$ cat src/rspe_pkg.sv
// package for the reed-solomon parity encoder: field constants, word types,
// gf(256) multiply and generator coefficients built at elaboration
// no dependencies
`default_nettype none

package rspe_pkg;

  // number of lfsr stages (parity bytes per chunk)
  localparam int unsigned PARITY_BYTES = 4;
  // parity bytes carried in the result word
  localparam int unsigned OUT_PARITY   = 4;

  localparam logic [8:0] FIELD_POLY   = 9'h165;
  localparam logic [7:0] LENGTH_RESET = 8'd239;
  localparam logic [8:0] COUNT_LIMIT  = 9'd255;
  localparam logic [7:0] ALPHA        = 8'h02;

  typedef logic [7:0] byte_t;
  typedef byte_t [PARITY_BYTES-1:0] parity_t;
  typedef byte_t [PARITY_BYTES:0]   gen_t;
  typedef byte_t [OUT_PARITY-1:0]   out_parity_t;

  // gf(256) multiply, shift-and-add with reduction by the field polynomial
  function automatic byte_t gf_mul(input byte_t a, input byte_t b);
    logic [8:0] x;
    byte_t      acc;
    x   = {1'b0, a};
    acc = '0;
    for (int k = 0; k < 8; k++) begin
      if (b[k]) begin
        acc ^= x[7:0];
      end
      x = {x[7:0], 1'b0};
      if (x[8]) begin
        x ^= FIELD_POLY;
      end
    end
    return acc;
  endfunction

  // generator polynomial: product of (x - alpha^i), i = 0 .. PARITY_BYTES-1
  function automatic gen_t build_gen();
    gen_t  g;
    byte_t root;
    g    = '0;
    g[0] = 8'h01;
    root = 8'h01;
    for (int i = 0; i < PARITY_BYTES; i++) begin
      for (int j = i + 1; j > 0; j--) begin
        g[j] ^= gf_mul(g[j-1], root);
      end
      root = gf_mul(root, ALPHA);
    end
    return g;
  endfunction

  localparam gen_t GEN_COEF = build_gen();

endpackage

`default_nettype wire

$ cat src/rspe_lfsr.sv
// one step of the parity lfsr: constant gf multipliers and xor
// depends on rspe_pkg
`default_nettype none

module rspe_lfsr
  import rspe_pkg::*;
(
  input  byte_t   data_i,
  input  parity_t parity_i,
  output parity_t parity_o
);

  byte_t fb;

  // feedback is the incoming byte plus the head stage
  assign fb = data_i ^ parity_i[0];

  // shift toward stage 0, adding the scaled feedback
  always_comb begin
    for (int j = 0; j < PARITY_BYTES - 1; j++) begin
      parity_o[j] = parity_i[j+1] ^ gf_mul(GEN_COEF[j+1], fb);
    end
    parity_o[PARITY_BYTES-1] = gf_mul(GEN_COEF[PARITY_BYTES], fb);
  end

endmodule

`default_nettype wire

$ cat config.mk
export PLATFORM = sky130hd
export DESIGN_NAME = rspe_lfsr
export DESIGN_NICKNAME = d
export VERILOG_FILES = /design/src/rspe_pkg.sv /design/src/rspe_lfsr.sv
export SDC_FILE = /design/constraint.sdc
export NUM_CORES = 1
export LEC_CHECK = 0
export CORE_ASPECT_RATIO = 1.25
export CORE_MARGIN = 3
export CORE_UTILIZATION = 25
export DETAILED_ROUTE_END_ITERATION = 12
export DONT_BUFFER_PORTS = 1
export PLACE_DENSITY = 0.41
export SYNTH_ARGS = -nofsm -noshare
export SYNTH_HDL_FRONTEND = slang
export SYNTH_SLANG_ARGS = --single-unit
$ cat constraint.sdc
create_clock -name vclk -period 4.09
set_clock_uncertainty 0.15 [all_clocks]
set_input_delay 1.227 -clock vclk [all_inputs]
set_output_delay 1.227 -clock vclk [all_outputs]
set_load 0.05 [all_outputs]
==> metrics <==
Yosys cell types 8; headroom to the max-slew limit 70.7%; Register Area 0 um^2; Crit path max-delay family XOR/XNOR gates; Core Area 4460 um^2; Worst path slowest cell xor3_1; critical path arrival 2.54 ns; area share of the largest cell type after synthesis 42.3%; Post-Syn Nets 110; Power Density 843 nW/um^2; Syn. warnings 0; Global Route Usage Sum 9.58%; Critical Path Sink Type output port; Leak Pwr 0.991 nW; DRT Wirelength 2650 um; proportion of layout cells with a drive suffix above 1 56.4%; post-layout util 43.2%; Die Y 82.5 um; max incr delay on CP 0.45 ns; per-cell routed wire length 15.1 um; Layout area overhead 64.3%; fin cells 175; most frequent cell after synthesis xnor3_1; Site Rows 27; post-DP HPWL 2480 um; HP Class input port to output port; ranking of synthesized cells by area xnor3_1 (42%), xnor2_1 (16%), xor3_1 (12%); CP Max Fanout 7; setup bufs post-CTS 0; Initial Utilization 26.3%; vias in the first global route 820; Final GP Congestion 0.651; Pre-antenna DRT Iters 2; element type at the critical path start input port; Mapped Area 1170 um^2; CP Class input port to output port; FFs & Latches 0; Slew @ Worst Pin 0.439 ns; synthesized instance count 70; Max Clock Freq 255 MHz; crit path time final 3.92 ns; Post-route DRC 0; total negative slack 0 ns; Final Cycle Share 95.8%; Ant. Diodes 0; RSZ-0062 raised after global routing no; Port Buffers 0; first-pass GRT wire length 4080 um; antenna viol nets, final 0; total power 1.62 mW; remaining global-route overflow 0; Final Max Tran Viols 0; clock buf count 0; endpoints failing hold 0; VDD IR-drop max 0.451 mV; area of the die 5550 um^2; antenna violations before repair 0; crit-path cells xnor2_2 -> buf_4 -> xnor2_4 -> xor3_1 -> buf_12; crit path buf inv count 2; via count 701; fin nets 159; mean post-synth cell area 16.7 um^2; CTS hold repair buffers 0; Hold WS 2.51 ns; Synth top cells by count xnor3_1 (22), xnor2_1 (21), xor2_1 (7), xnor2_2 (6), xor3_1 (6); sequential-to-total area share from yosys stat 0%; CP required 2.71 ns; Cells after DPL 175; DR iter-0 viols 7; status completed; Die Span X 67.2 um; post-synth top area cell xnor3_1; quantity of gates resized following cts 0; largest net degree at the start of global routing 10; I/O pins 72; area of the multi-input gates 1200 um^2; Filler Cell Count 436; maxcap violations 0; vias per inst 4.01; final setup vio count 0
[area by class of cell]
type | count | area share (%)
multi-input combinational | 69 | 62.5
tap | 58 | 3.77
timing repair buffer | 48 | 33.7
[per-stage QoR]
stage	setup slack [ns]	cell area, um^2
final	0.171	1920
after global routing	0.0929	1920
after CTS	0.145	1920
after detailed placement	0.148	1920
after global placement	0.166	1920
after floorplan	-0.0733	1200
[worst paths after layout]
kind / cells past startpoint / from / endpoint
max: 5 / parity_i[4] / parity_o[6]
min: 2 / parity_i[15] / parity_o[7]
[cell families (layout without fill, tap and decap cells)]
| kind of cell | Yosys count | after routing | synth area share [%] |
|---|---|---|---|
| xor gates and xnor gates | 69 | 69 | 99.6 |
| buffers and inverters | 1 | 48 | 0.427 |
[layout by cell type, fill, tap and decap left out]
cell type  count
buf_4         25
buf_12        23
xnor3_1       22
xnor2_1       17
xnor2_2       10
xor2_1         6
xor3_1         6
xnor2_4        5
xnor3_2        2
xor2_2         1
[metal layers]
layer	track usage, %	vias up	part of all wire [%]
li1	-	335	-
met1	11.7	334	35
met2	18.4	32	57
met3	1.62	0	8.5
met4	0	0	0
met5	0	-	0
[where the power goes]
| group | switching [mW] | internal [mW] |
|---|---|---|
| Combinational | 0.834 | 0.789 |
| Clock | 0 | 0 |
| Sequential | 0 | 0 |
| Total | 0.834 | 0.789 |
No activity file was read; power rests on OpenSTA's default activity.
